### src/rtl/sms_pkg.sv
`timescale 1ns / 1ps
// ----------------------------------------------------------------------------
// sms_pkg
// Shared constants, op codes and stream layout for the stepper microstep
// sequencer.
// ----------------------------------------------------------------------------
package sms_pkg;

  // Default microsteps per quadrant
  localparam int unsigned MICROSTEPS_DEF = 16;

  // Target values
  localparam logic [31:0] PARKED_TARGET = 32'hFFFF_EEEE;
  localparam logic [31:0] RESET_TARGET  = 32'h00FF_FFFF;

  // Stream widths
  localparam int unsigned IN_TDATA_W  = 48;
  localparam int unsigned IN_TUSER_W  = 3;
  localparam int unsigned OUT_TDATA_W = 88;
  localparam int unsigned CFG_IDX_W   = 1;
  localparam int unsigned CFG_DATA_W  = 8;
  localparam int unsigned LEVEL_W     = 10;

  // Request op codes
  typedef enum logic [2:0] {
    OP_TICK    = 3'd0,
    OP_SET_POS = 3'd1,
    OP_SET_TGT = 3'd2,
    OP_SET_DIR = 3'd3,
    OP_WAVE_WR = 3'd4
  } op_e;

  // Configuration register indexes
  localparam logic [CFG_IDX_W-1:0] CFG_STEP_SIZE = 1'd0;
  localparam logic [CFG_IDX_W-1:0] CFG_BACKLASH  = 1'd1;

endpackage

### src/rtl/sms_wave_mem.sv
`timescale 1ns / 1ps
// ----------------------------------------------------------------------------
// sms_wave_mem
// Wave level table: one write port, two registered read ports, per-entry
// valid bits so unwritten entries read as zero, and write-to-read forwarding.
// ----------------------------------------------------------------------------
module sms_wave_mem
  import sms_pkg::*;
#(
  parameter int unsigned DEPTH = MICROSTEPS_DEF + 1,
  parameter int unsigned IDX_W = $clog2(MICROSTEPS_DEF + 1)
) (
  input  logic               clk_i,
  input  logic               rst_ni,
  input  logic               we_i,
  input  logic [IDX_W-1:0]   waddr_i,
  input  logic [LEVEL_W-1:0] wdata_i,
  input  logic               rd_en_i,
  input  logic [IDX_W-1:0]   raddr_a_i,
  input  logic [IDX_W-1:0]   raddr_b_i,
  output logic [LEVEL_W-1:0] rdata_a_o,
  output logic [LEVEL_W-1:0] rdata_b_o
);

  logic [LEVEL_W-1:0] mem_q [DEPTH];
  logic [DEPTH-1:0]   valid_q;
  logic [LEVEL_W-1:0] rd_a_q, rd_b_q, wdata_q;
  logic               fwd_a_q, fwd_b_q, hit_a_q, hit_b_q;
  logic               fwd_a, fwd_b;

  assign fwd_a = we_i && (waddr_i == raddr_a_i);
  assign fwd_b = we_i && (waddr_i == raddr_b_i);

  // Write the table and read both ports
  always_ff @(posedge clk_i) begin
    if (we_i) begin
      mem_q[waddr_i] <= wdata_i;
    end
    if (rd_en_i) begin
      rd_a_q  <= mem_q[raddr_a_i];
      rd_b_q  <= mem_q[raddr_b_i];
      wdata_q <= wdata_i;
    end
  end

  // Track written entries and the source of each read
  always_ff @(posedge clk_i or negedge rst_ni) begin
    if (!rst_ni) begin
      valid_q <= '0;
      fwd_a_q <= 1'b0;
      fwd_b_q <= 1'b0;
      hit_a_q <= 1'b0;
      hit_b_q <= 1'b0;
    end else begin
      if (we_i) begin
        valid_q[waddr_i] <= 1'b1;
      end
      if (rd_en_i) begin
        fwd_a_q <= fwd_a;
        fwd_b_q <= fwd_b;
        hit_a_q <= valid_q[raddr_a_i];
        hit_b_q <= valid_q[raddr_b_i];
      end
    end
  end

  // Resolve forwarded, stored or never-written data
  assign rdata_a_o = fwd_a_q ? wdata_q : (hit_a_q ? rd_a_q : '0);
  assign rdata_b_o = fwd_b_q ? wdata_q : (hit_b_q ? rd_b_q : '0);

endmodule

### src/rtl/stepper_microstep_sequencer_top.sv
`timescale 1ns / 1ps
// ----------------------------------------------------------------------------
// stepper_microstep_sequencer_top
// Two-phase stepper microstep sequencer: position, target, direction,
// backlash take-up and quadrant phase, with winding levels from a wave table.
// ----------------------------------------------------------------------------
// Channel   Dir  Handshake                Payload
// s_axis    in   s_axis_tvalid/tready     tuser op, tdata value/index/level
// m_axis    out  m_axis_tvalid/tready     tdata levels, polarity, pos, target
// cfg       in   cfg_valid_i/cfg_ready_o  cfg_index_i, cfg_data_i
//
// One request per cycle is accepted while s_axis_tready is high; its result
// passes the result stage (state and wave read registered), then the output
// register. The throughput is set by the single state update path and the
// two-port wave table read.
// Reset clears all state at once; no clearing pass is needed.
// A stalled output fills the result stage, after which s_axis_tready drops.
// cfg_ready_o is always high.
// ----------------------------------------------------------------------------
module stepper_microstep_sequencer_top
  import sms_pkg::*;
#(
  parameter int unsigned MICROSTEPS = MICROSTEPS_DEF
) (
  input  logic                   clk_i,
  input  logic                   rst_ni,
  input  logic                   s_axis_tvalid,
  output logic                   s_axis_tready,
  // [31:0] value, [36:32] wave_index, [46:37] wave_value, [47] zero
  input  logic [IN_TDATA_W-1:0]  s_axis_tdata,
  // [2:0] op
  input  logic [IN_TUSER_W-1:0]  s_axis_tuser,
  output logic                   m_axis_tvalid,
  input  logic                   m_axis_tready,
  // [9:0] winding_a_level, [19:10] winding_b_level, [20] winding_a_negative,
  // [21] winding_b_negative, [53:22] position_now, [85:54] target_now,
  // [86] moving, [87] zero
  output logic [OUT_TDATA_W-1:0] m_axis_tdata,
  input  logic                   cfg_valid_i,
  output logic                   cfg_ready_o,
  input  logic [CFG_IDX_W-1:0]   cfg_index_i,
  input  logic [CFG_DATA_W-1:0]  cfg_data_i
);

  localparam int unsigned P_W   = $clog2(MICROSTEPS);
  localparam int unsigned IDX_W = $clog2(MICROSTEPS + 1);
  localparam int unsigned DEPTH = MICROSTEPS + 1;
  localparam logic [8:0]  CYC   = 9'(4 * MICROSTEPS);
  localparam logic [8:0]  MS9   = 9'(MICROSTEPS);

  // Reduce a signed step to whole quadrants and a remainder in microsteps
  function automatic logic [P_W+1:0] phase_step(input logic [4:0] mag,
                                                input logic       neg);
    logic [8:0] x;
    logic [1:0] qs;
    x  = {4'd0, mag};
    qs = 2'd0;
    for (int k = 0; k < 4; k++) begin
      if (x >= CYC) begin
        x = x - CYC;
      end
    end
    if (neg && (x != 9'd0)) begin
      x = CYC - x;
    end
    for (int k = 0; k < 3; k++) begin
      if (x >= MS9) begin
        x  = x - MS9;
        qs = qs + 2'd1;
      end
    end
    return {qs, x[P_W-1:0]};
  endfunction

  // Configuration registers
  logic [4:0] step_size_q;
  logic [7:0] backlash_lim_q;

  // Motion state
  logic [31:0]       pos_q, pos_d, tgt_q, tgt_d;
  logic signed [5:0] dir_q, dir_d;
  logic [1:0]        qs_q, qs_d, quad_q, quad_d;
  logic [P_W-1:0]    rs_q, rs_d, sub_q, sub_d;
  logic [7:0]        bl_q, bl_d;

  // Result stage and output stage
  logic              r_valid_q, o_valid_q;
  logic [31:0]       r_pos_q, r_tgt_q;
  logic              r_moving_q, r_neg_a_q, r_neg_b_q;
  logic [OUT_TDATA_W-1:0] o_data_q;

  logic              accept, advance;
  op_e               op;
  logic [31:0]       value;
  logic [4:0]        widx;
  logic [LEVEL_W-1:0] wval;
  logic [7:0]        widx8;
  logic              wave_we;
  logic [5:0]        mag;
  logic [8:0]        bl_sum;
  logic [P_W:0]      sub_sum;
  logic              sub_carry;
  logic [P_W+1:0]    step_new;
  logic [IDX_W-1:0]  addr_p, addr_j, addr_a, addr_b;
  logic [LEVEL_W-1:0] lvl_a, lvl_b;

  assign op     = op_e'(s_axis_tuser);
  assign value  = s_axis_tdata[31:0];
  assign widx   = s_axis_tdata[36:32];
  assign wval   = s_axis_tdata[46:37];
  assign widx8  = {3'd0, widx};

  // Handshake: result stage drains into the output register
  assign advance       = r_valid_q && (!o_valid_q || m_axis_tready);
  assign s_axis_tready = !r_valid_q || advance;
  assign accept        = s_axis_tvalid && s_axis_tready;
  assign cfg_ready_o   = 1'b1;

  // Configuration writes
  always_ff @(posedge clk_i or negedge rst_ni) begin
    if (!rst_ni) begin
      step_size_q    <= 5'd1;
      backlash_lim_q <= 8'd0;
    end else if (cfg_valid_i) begin
      case (cfg_index_i)
        CFG_STEP_SIZE: step_size_q    <= cfg_data_i[4:0];
        CFG_BACKLASH:  backlash_lim_q <= cfg_data_i;
        default: ;
      endcase
    end
  end

  // Next motion state for the request
  always_comb begin
    pos_d    = pos_q;
    tgt_d    = tgt_q;
    dir_d    = dir_q;
    qs_d     = qs_q;
    rs_d     = rs_q;
    quad_d   = quad_q;
    sub_d    = sub_q;
    bl_d     = bl_q;
    wave_we  = 1'b0;
    mag      = dir_q[5] ? 6'(-dir_q) : 6'(dir_q);
    bl_sum   = {1'b0, bl_q} + {3'd0, mag};
    sub_sum  = {1'b0, sub_q} + {1'b0, rs_q};
    sub_carry = (sub_sum >= (P_W+1)'(MICROSTEPS));
    step_new = phase_step(step_size_q, value[31]);
    case (op)
      OP_TICK: begin
        if (dir_q != 6'sd0) begin
          if (pos_q == tgt_q) begin
            // Target reached: stop and park the target
            dir_d = 6'sd0;
            tgt_d = PARKED_TARGET;
          end else begin
            // Take up backlash before moving the position
            if (dir_q[5]) begin
              if (bl_q == 8'd0) begin
                pos_d = pos_q + {{26{dir_q[5]}}, dir_q};
              end else begin
                bl_d = (bl_q > {2'd0, mag}) ? bl_q - {2'd0, mag} : 8'd0;
              end
            end else begin
              if (bl_q == backlash_lim_q) begin
                pos_d = pos_q + {26'd0, dir_q};
              end else begin
                bl_d = (bl_sum > {1'b0, backlash_lim_q}) ? backlash_lim_q
                                                          : bl_sum[7:0];
              end
            end
            // Wrap the phase over four quadrants
            sub_d  = sub_carry ? P_W'(sub_sum - (P_W+1)'(MICROSTEPS))
                               : sub_sum[P_W-1:0];
            quad_d = quad_q + qs_q + {1'b0, sub_carry};
          end
        end
      end
      OP_SET_POS: pos_d = value;
      OP_SET_TGT: tgt_d = value;
      OP_SET_DIR: begin
        if (value == 32'd0) begin
          dir_d = 6'sd0;
        end else if (value[31]) begin
          dir_d = -$signed({1'b0, step_size_q});
        end else begin
          dir_d = $signed({1'b0, step_size_q});
        end
        qs_d = step_new[P_W+1:P_W];
        rs_d = step_new[P_W-1:0];
      end
      OP_WAVE_WR: wave_we = (widx8 < 8'(DEPTH));
      default: ;
    endcase
  end

  // Hold motion state; advance on each accepted request
  always_ff @(posedge clk_i or negedge rst_ni) begin
    if (!rst_ni) begin
      pos_q  <= '0;
      tgt_q  <= RESET_TARGET;
      dir_q  <= 6'sd1;
      qs_q   <= 2'd0;
      rs_q   <= P_W'(1);
      quad_q <= 2'd0;
      sub_q  <= '0;
      bl_q   <= 8'd0;
    end else if (accept) begin
      pos_q  <= pos_d;
      tgt_q  <= tgt_d;
      dir_q  <= dir_d;
      qs_q   <= qs_d;
      rs_q   <= rs_d;
      quad_q <= quad_d;
      sub_q  <= sub_d;
      bl_q   <= bl_d;
    end
  end

  // Table addresses from the new phase
  assign addr_p = IDX_W'(sub_d);
  assign addr_j = IDX_W'(MICROSTEPS) - IDX_W'(sub_d);
  assign addr_a = quad_d[0] ? addr_p : addr_j;
  assign addr_b = quad_d[0] ? addr_j : addr_p;

  sms_wave_mem #(
    .DEPTH (DEPTH),
    .IDX_W (IDX_W)
  ) u_wave_mem (
    .clk_i     (clk_i),
    .rst_ni    (rst_ni),
    .we_i      (accept && wave_we),
    .waddr_i   (widx8[IDX_W-1:0]),
    .wdata_i   (wval),
    .rd_en_i   (accept),
    .raddr_a_i (addr_a),
    .raddr_b_i (addr_b),
    .rdata_a_o (lvl_a),
    .rdata_b_o (lvl_b)
  );

  // Result stage and output stage: valid flags
  always_ff @(posedge clk_i or negedge rst_ni) begin
    if (!rst_ni) begin
      r_valid_q <= 1'b0;
      o_valid_q <= 1'b0;
    end else begin
      if (accept) begin
        r_valid_q <= 1'b1;
      end else if (advance) begin
        r_valid_q <= 1'b0;
      end
      if (advance) begin
        o_valid_q <= 1'b1;
      end else if (m_axis_tready) begin
        o_valid_q <= 1'b0;
      end
    end
  end

  // Result stage payload and output register
  always_ff @(posedge clk_i) begin
    if (accept) begin
      r_pos_q    <= pos_d;
      r_tgt_q    <= tgt_d;
      r_moving_q <= (dir_d != 6'sd0);
      r_neg_a_q  <= quad_d[1];
      r_neg_b_q  <= quad_d[1] ^ quad_d[0];
    end
    if (advance) begin
      o_data_q <= {1'b0, r_moving_q, r_tgt_q, r_pos_q, r_neg_b_q, r_neg_a_q,
                   lvl_b, lvl_a};
    end
  end

  assign m_axis_tvalid = o_valid_q;
  assign m_axis_tdata  = o_data_q;

endmodule

### config.mk
export PLATFORM = sky130hd
export DESIGN_NAME = stepper_microstep_sequencer_top
export DESIGN_NICKNAME = d
export VERILOG_FILES = /design/src/rtl/sms_pkg.sv /design/src/rtl/sms_wave_mem.sv /design/src/rtl/stepper_microstep_sequencer_top.sv
export SDC_FILE = /design/constraint.sdc
export NUM_CORES = 1
export LEC_CHECK = 0
export BUFFER_PORTS_ARGS = -buffer_cell sky130_fd_sc_hd__buf_2
export CAP_MARGIN = 20
export CORE_MARGIN = 10
export CORE_UTILIZATION = 51
export CTS_BUF_LIST = sky130_fd_sc_hd__clkbuf_2
export CTS_CLUSTER_SIZE = 14
export DETAILED_ROUTE_END_ITERATION = 10
export PLACE_DENSITY = 0.79
export SLEW_MARGIN = 25
export SYNTH_ARGS = -nofsm -noshare
export SYNTH_HDL_FRONTEND = slang
export SYNTH_SLANG_ARGS = --single-unit
### constraint.sdc
create_clock -name clk_i -period 13.6 [get_ports clk_i]
set_input_delay 0 -clock clk_i [delete_from_list [all_inputs] [get_ports clk_i]]
set_output_delay 0 -clock clk_i [all_outputs]
set_load 0.03 [all_outputs]
==> qor.txt, run 1 <==
TNS Setup: 0 ns
Cell Chain, Critical Path: xor2_1 > nor4_1 > nand4_1 > o211ai_2 > mux2_4 > inv_4 > ha_1 > nor2b_1 > xnor2_1 > mux2i_4 > buf_4 > nor2b_1 > a211oi_1 > a211oi_1 > a311oi_1 > a21oi_1
Starting Density: 0.5178
Slew @ Worst Pin: 1.055 ns
Hold Buf Count CTS: 156
Maximum vdd ir drop: 247.2 uV
Total core area: 47950 um^2
Syn avg cell area: 11.07 um^2
# IOs: 156
Yosys warns: 0
Finished Cell Area: 28680 um^2
Row cnt: 80
Die area: 57910 um^2
Crit-path max cell delay: 0.87 ns
Post-synthesis async set-or-reset flop share: 0.2625
RSZ-0062 raised after global routing: false
All-layer global routing usage: 0.2528
Outcome: complete, no violations
Area of the mapped netlist: 24830 um^2
Worst R2R Path Depth: 16
Critical setup path kind: reg2reg
Die width: 240.6 um
Hold path cells: 5
Fin crit period: 6.073 ns
Setup bufs post-CTS: 0
Longest Clk Path Bufs: 3
Largest net degree at the start of global routing: 91
Final Net Count: 2696
Root Buffer Master: clkbuf_2
Global-route wire length before repair: 113000 um
Drt pass-1 iters: 8
Fraction of layout cells with a size suffix above 1: 0.1923
Total gr overflow: 0
Initial antenna violation count: 4
Highest Clock Rate: 0.1647 GHz
Hold Fails Final Rpt: 0
Worst endpoint required time: 14.43 ns
MaxCap Viol Count: 0
Top cell family by delay on the critical path: compound AO/OA/AOI/OAI gates
Via-to-Cell Ratio: 6.178
Fin crit share: 0.4465
Library cells used by synthesis: 79
Pwr dens: 214.3 nW/um^2
Detailed Place HPWL: 47660 um
Cells after Synth: 2242
Crit path max fanout: 86
Placer Congestion: 0.9502
Stages on worst setup path: 16
Hold Slack: 0.1547 ns
EDFF count, synth: 354
Routed len/inst: 22.73 um
Power Total: 6.147 mW
Clock slew at reported path FFs: 0.12 ns
CTS resizes: 0
Top_reg_cell synth: edfxtp_1
Pins Over Slew Limit: 0
Routed Antenna Nets: 0
Crit start category: register
Clk sinks: 480
Type of the most critical hold path: in2reg
H-tree depth: 3
Leakage Power: 11.45 nW
# DRC: 0
DR vias: 20.24k
Final setup fails: 0
Post-Syn Nets: 2379
Commonest non-fill, non-tap cell in the layout: edfxtp_1
Initial DRC Count: 2607
I/O Buffers: 152
Headroom to the max-slew limit: 0.2961
Crit-path slowest cell: mux2_4
Synthesized flop and latch total: 480
Area grow syn2layout: 15.51%
CTS tree: built
Post-Route Skew: 0.1139 ns
Die Height: 240.6 um
Buf+Inv Stages, Crit Path: 2
Crit end category: register
DP Area: 25980 um^2
Num CTS Buffers: 114
Vias in the first global route: 19.80k
Critical Path AT: 6.91 ns
Post-synthesis sequential area ratio: 0.5565
Post-Route WL: 74460 um
Most frequent cells in the layout: edfxtp_1 (354), nand2_1 (334), a21oi_1 (177)
Clk_lat worst skew: 1.13 ns
## report_power, final
group          total [mW]  leakage [nW]  internal [mW]  switching (mW)
Sequential           2.17          4.85           1.92           0.248
Clock               0.974         0.833          0.380           0.594
Combinational        3.01          5.77           1.10            1.91
Total                6.15          11.4           3.39            2.75
## worst reg2reg max path, delay by kind of cell (launching register included)
| family | cells | cell delay, ns |
|---|---|---|
| AND/OR/NAND/NOR | 4 | 1.08 |
| multiplexers | 2 | 1.03 |
| XOR/XNOR | 2 | 0.33 |
| buffers and inverters | 2 | 1.06 |
| adder cells (fa/ha/maj) | 1 | 0.39 |
| AO/OA/AOI/OAI | 5 | 1.35 |
| flip-flops | 1 | 0.54 |
## Yosys cell counts (19+ instances only)
cell | n | area [um^2]
a22o_1 | 23 | 201.4
and3_1 | 28 | 175.2
inv_1 | 57 | 214.0
a22oi_1 | 25 | 187.7
dfrtp_1 | 99 | 2477
nor4_1 | 21 | 131.4
o22a_1 | 36 | 315.3
nor2_1 | 121 | 454.2
o21ai_0 | 115 | 575.6
ha_1 | 67 | 838.3
mux2i_1 | 49 | 490.5
clkbuf_1 | 65 | 244.0
nor3_1 | 19 | 95.09
xnor2_1 | 63 | 551.8
dfstp_2 | 27 | 709.4
a311oi_1 | 26 | 227.7
xor2_1 | 61 | 534.3
o22ai_1 | 20 | 125.1
or2_2 | 20 | 125.1
edfxtp_1 | 354 | 10630
a21oi_1 | 177 | 885.9
o211ai_1 | 20 | 150.1
buf_2 | 40 | 200.2
mux2_2 | 55 | 619.3
nand2_1 | 335 | 1257
nand3_1 | 51 | 255.2
## stage by stage
step / instances / utilization / setup WS, ns
detailed placement: 2902 / 0.5420 / 7.758
global placement: 2902 / 0.5415 / 7.900
global route: 3275 / 0.5981 / 7.264
finish: 3276 / 0.5981 / 7.527
CTS: 3272 / 0.5977 / 7.762
floorplan: 2242 / - / 8.452
## flip-flops by register name, indices dropped and copies added (netlist names), 2 cells and up
register,flops
u_wave_mem.rd_b_q,10
u_wave_mem.valid_q,17
step_size_q,5
tgt_q,32
sub_q,4
u_wave_mem.wdata_q,10
rs_q,4
qs_q,2
m_axis_tdata,87
backlash_lim_q,8
pos_q,32
dir_q,6
bl_q,8
quad_q,2
r_tgt_q,32
u_wave_mem.mem_q,170
r_pos_q,32
u_wave_mem.rd_a_q,10
## routing by layer
layer,routed length [um],global-route usage,share of wire,vias to the layer above
met5,13,0,0.00017,-
met4,3070,0.1102,0.041,2
met3,9368,0.07414,0.13,258
met2,33690,0.3942,0.45,1359
met1,28310,0.3231,0.38,9626
li1,-,-,-,8994
## logic make-up after synthesis
family          Yosys count  share of synthesized area
other cells               2                  0.0003025
mux                     115                    0.05347
buf+inv                 195                    0.03558
fa+ha+maj                72                    0.03780
xor+xnor                124                    0.04374
flops                   480                     0.5565
compound gates          567                     0.1472
simple gates            687                     0.1254
## cell type report
class | instances | area [um^2]
fill | 3718 | 19270
sequential | 480 | 13820
multi-input combinational | 1567 | 10200
timing repair buffer | 336 | 2552
clock buffer | 170 | 850.8
tap | 615 | 769.5
clock inverter | 44 | 244.0
inverter | 60 | 232.7
antenna | 4 | 10.01
## path summary, 6_finish.rpt
| check | startpoint | end | slack, ns |
|---|---|---|---|
| max | pos_q[26] | u_wave_mem.rd_a_q[3] | 7.53 |
| min | s_axis_tuser[1] | pos_q[31] | 0.15 |
| max reg2reg | pos_q[26] | u_wave_mem.rd_a_q[3] | 7.53 |
| min reg2reg | r_neg_a_q | m_axis_tdata[20] | 0.40 |
| max in group asynchronous | rst_ni | pos_q[31] | 12.27 |
| min in group asynchronous | rst_ni | rs_q[0] | 0.54 |
Note: power is estimated with default switching activity, not from simulation.
==> inputs of run 2 (changes only) <==
ABC_AREA = 1   (was default)
clock period = 5.7 ns   (was 13.6 ns; I/O delays follow)
==> run 2 against run 1 <==
Clock-buffer cell count decreased by 8. Sequential cell count unchanged. Register-to-register slack got worse by 7.1 ns. Core utilization is 0.22 points lower. Clock skew up 0.057 ns. Sequential share of layout area is 2.1 points lower. Cell area grew 4.5%. Combinational power increased by 120%. Hold slack better by 0.070 ns. Final cell count up 24%. Fmax up 16%.
==> qor.txt, run 2 <==
Syn avg cell area: 8.798 um^2 (-21%)
Root Buffer Master: clkbuf_2
# IOs: 156 (unchanged)
Leakage Power: 13.00 nW (+14%)
Num CTS Buffers: 115 (+0.88%)
Largest net degree at the start of global routing: 100 (+9.9%)
Via-to-Cell Ratio: 5.608 (-9.2%)
Post-Syn Nets: 3095 (+30%)
Longest Clk Path Bufs: 3 (unchanged)
CTS tree: built
Commonest cells in the netlist: nand2_1 (967), edfxtp_1 (354), inv_1 (276), o21ai_0 (205), nand3_1 (202)
Top post-synthesis cells by area: edfxtp_1 (41%), nand2_1 (14%), dfrtp_1 (9.5%)
MaxCap Viol Count: 0 (unchanged)
Synthesized flop and latch total: 480 (unchanged)
Largest register FFs: 170 (unchanged)
RSZ-0062 raised after global routing: false
Area grow syn2layout: 15.13%
Crit-path slowest cell: dfrtp_1
I/O Buffers: 152 (unchanged)
Initial antenna violation count: 2 (-2)
Vias in the first global route: 21.96k (+11%)
Detailed Place HPWL: 52750 um (+11%)
Crit start category: register
Most frequent cells in the layout: nand2_1 (966), edfxtp_1 (354), inv_1 (276)
Setup bufs post-CTS: 0 (unchanged)
Area leader, netlist: edfxtp_1
Post-synthesis sequential area ratio: 0.5309 (-0.02558)
Routed len/inst: 19.62 um (-14%)
Total gr overflow: 0 (unchanged)
Power Total: 14.10 mW (+130%)
Cell Chain, Critical Path: xnor2_1 > nand2_1 > nor2_1 > nand2_1 > nor2_2 > nand2_2 > nand2_4 > nand2_1 > nand2_4 > ha_1 > nand2_2 > inv_2 > nand3_1 > nand2_1 > nand2_1 > nor3_1 > dlygate4sd3_1 > nand3_1 > dlygate4sd3_1 > o21ai_1
All-layer global routing usage: 0.2603 (+0.007568)
Cells after Synth: 2958 (+32%)
Highest Clock Rate: 0.1912 GHz (+16%)
Fraction of layout cells with a size suffix above 1: 0.1387 (-0.05360)
Pins Over Slew Limit: 0 (unchanged)
Post-Route Skew: 0.1706 ns (+0.05671 ns)
Worst endpoint required time: 6.85 ns (-7.58 ns)
Finished Cell Area: 29960 um^2 (+4.5%)
Clock slew at reported path FFs: 0.12 ns (about the same)
Final Net Count: 3427 (+27%)
Maximum vdd ir drop: 507.6 uV (+110%)
Placer Congestion: 0.9878 (+4.0%)
Clk sinks: 480 (unchanged)
Fin crit share: 0.9174 (+0.4709)
Critical Path AT: 6.38 ns (-0.53 ns)
Crit end category: register
Hold Fails Final Rpt: 0 (unchanged)
Total core area: 50270 um^2 (+4.9%)
Critical setup path kind: reg2reg
DP Area: 27170 um^2 (+4.6%)
Row cnt: 82 (+2.5%)
TNS Setup: 0 ns (unchanged)
H-tree depth: 3 (unchanged)
Headroom to the max-slew limit: 0.2883 (-0.007754)
Top cell by count, worst path: nand2_1
Initial DRC Count: 2685 (+3.0%)
Synth top area share: 0.4085 (-0.01968)
Global-route wire length before repair: 122800 um (+8.7%)
Outcome: complete, no violations
Die width: 245.9 um (+2.2%)
Crit-path max cell delay: 0.67 ns (-0.20 ns)
Crit path max fanout: 35 (-59%)
Count leader, synth: nand2_1
Drt pass-1 iters: 8 (unchanged)
Slew @ Worst Pin: 1.058 ns (+0.003010 ns)
Routed Antenna Nets: 0 (unchanged)
Hold Slack: 0.2244 ns (+0.06977 ns)
Yosys warns: 0 (unchanged)
Clk_lat worst skew: 1.25 ns (+0.12 ns)
Library cells used by synthesis: 59 (-25%)
Die area: 60460 um^2 (+4.4%)
Pwr dens: 470.5 nW/um^2 (+120%)
Top_reg_cell synth: edfxtp_1
Post-Route WL: 79720 um (+7.1%)
DR vias: 22.78k (+13%)
Final setup fails: 0 (unchanged)
Commonest non-fill, non-tap cell in the layout: nand2_1
Fin crit period: 5.229 ns (-0.8435 ns)
Area of the mapped netlist: 26020 um^2 (+4.8%)
Post-synthesis async set-or-reset flop share: 0.2625 (unchanged)
Type of the most critical hold path: in2reg
# DRC: 0 (unchanged)
Reg with most FFs: u_wave_mem.mem_q
Starting Density: 0.5176 (about the same)
EDFF count, synth: 354 (unchanged)
Die Height: 245.9 um (+2.2%)
run 2: cell families (layout without fill, tap and decap cells):
group	count (synthesis)	after routing	share of synthesized area
buf+inv	417	847	0.06736
simple gates	1413	1413	0.2277
xor+xnor	77	77	0.02664
other cells	2	5	0.0002886
compound gates	497	497	0.1110
fa+ha+maj	72	72	0.03606
flops	480	480	0.5309
run 2: power breakdown:
part	total [mW]	switching, mW	internal, mW	leakage [nW]
registers	4.97	0.495	4.47	4.79
logic	6.77	4.70	2.07	7.37
clock network	2.36	1.46	0.904	0.846
total	14.1	6.65	7.45	13.0
run 2: worst paths after layout:
| check | startpoint | to | slack [ns] | cells past startpoint |
|---|---|---|---|---|
| max | pos_q[7] | u_wave_mem.fwd_a_q | 0.47 | 20 |
| min | m_axis_tready | m_axis_tvalid | 0.22 | 6 |
| max reg2reg | pos_q[7] | u_wave_mem.fwd_a_q | 0.47 | 20 |
| min reg2reg | r_pos_q[26] | m_axis_tdata[48] | 0.31 | 0 |
| max in group asynchronous | rst_ni | m_axis_tvalid | 4.61 | 5 |
| min in group asynchronous | rst_ni | u_wave_mem.hit_a_q | 0.45 | 5 |
run 2: final cells by class:
| class | instances | area (um^2) |
|---|---|---|
| Antenna cell | 3 | 7.507 |
| Clock buffer | 162 | 810.8 |
| Clock inverter | 53 | 317.8 |
| Fill cell | 4213 | 20310 |
| Inverter | 297 | 1122 |
| Multi-Input combinational cell | 2061 | 10480 |
| Sequential cell | 480 | 13820 |
| Tap cell | 672 | 840.8 |
| Timing Repair Buffer | 335 | 2570 |
run 2: metrics by stage:
step           setup slack, ns  std cells  utilization
6_report                0.4708       4063       0.5960
2_1_floorplan           0.3516       2958            -
5_1_grt                 0.2750       4063       0.5960
3_3_place_gp             1.285       3682       0.5404
3_5_place_dp             1.184       3682       0.5404
4_1_cts                 0.6985       4060       0.5957
run 2: critical path, delay by kind of cell (launching register included):
family	cells	cell delay, ns
flip-flops	1	0.67
AO/OA/AOI/OAI	1	0.11
adder cells (fa/ha/maj)	1	0.19
AND/OR/NAND/NOR	14	2.64
buffers and inverters	3	1.36
XOR/XNOR	1	0.18
run 2: layer usage:
layer,track usage,up-vias,part of all wire
met5,0,-,0
met4,0.1243,0,0.043
met3,0.06527,240,0.11
met2,0.4158,1369,0.46
met1,0.3266,10460,0.38
li1,-,10720,-
run 2: what timing repair did:
action / 4_1_cts / 5_1_grt
hold buffers: 163 / 0
endpoints found under the hold margin: 826 / 0
resized for setup: 0 / 0
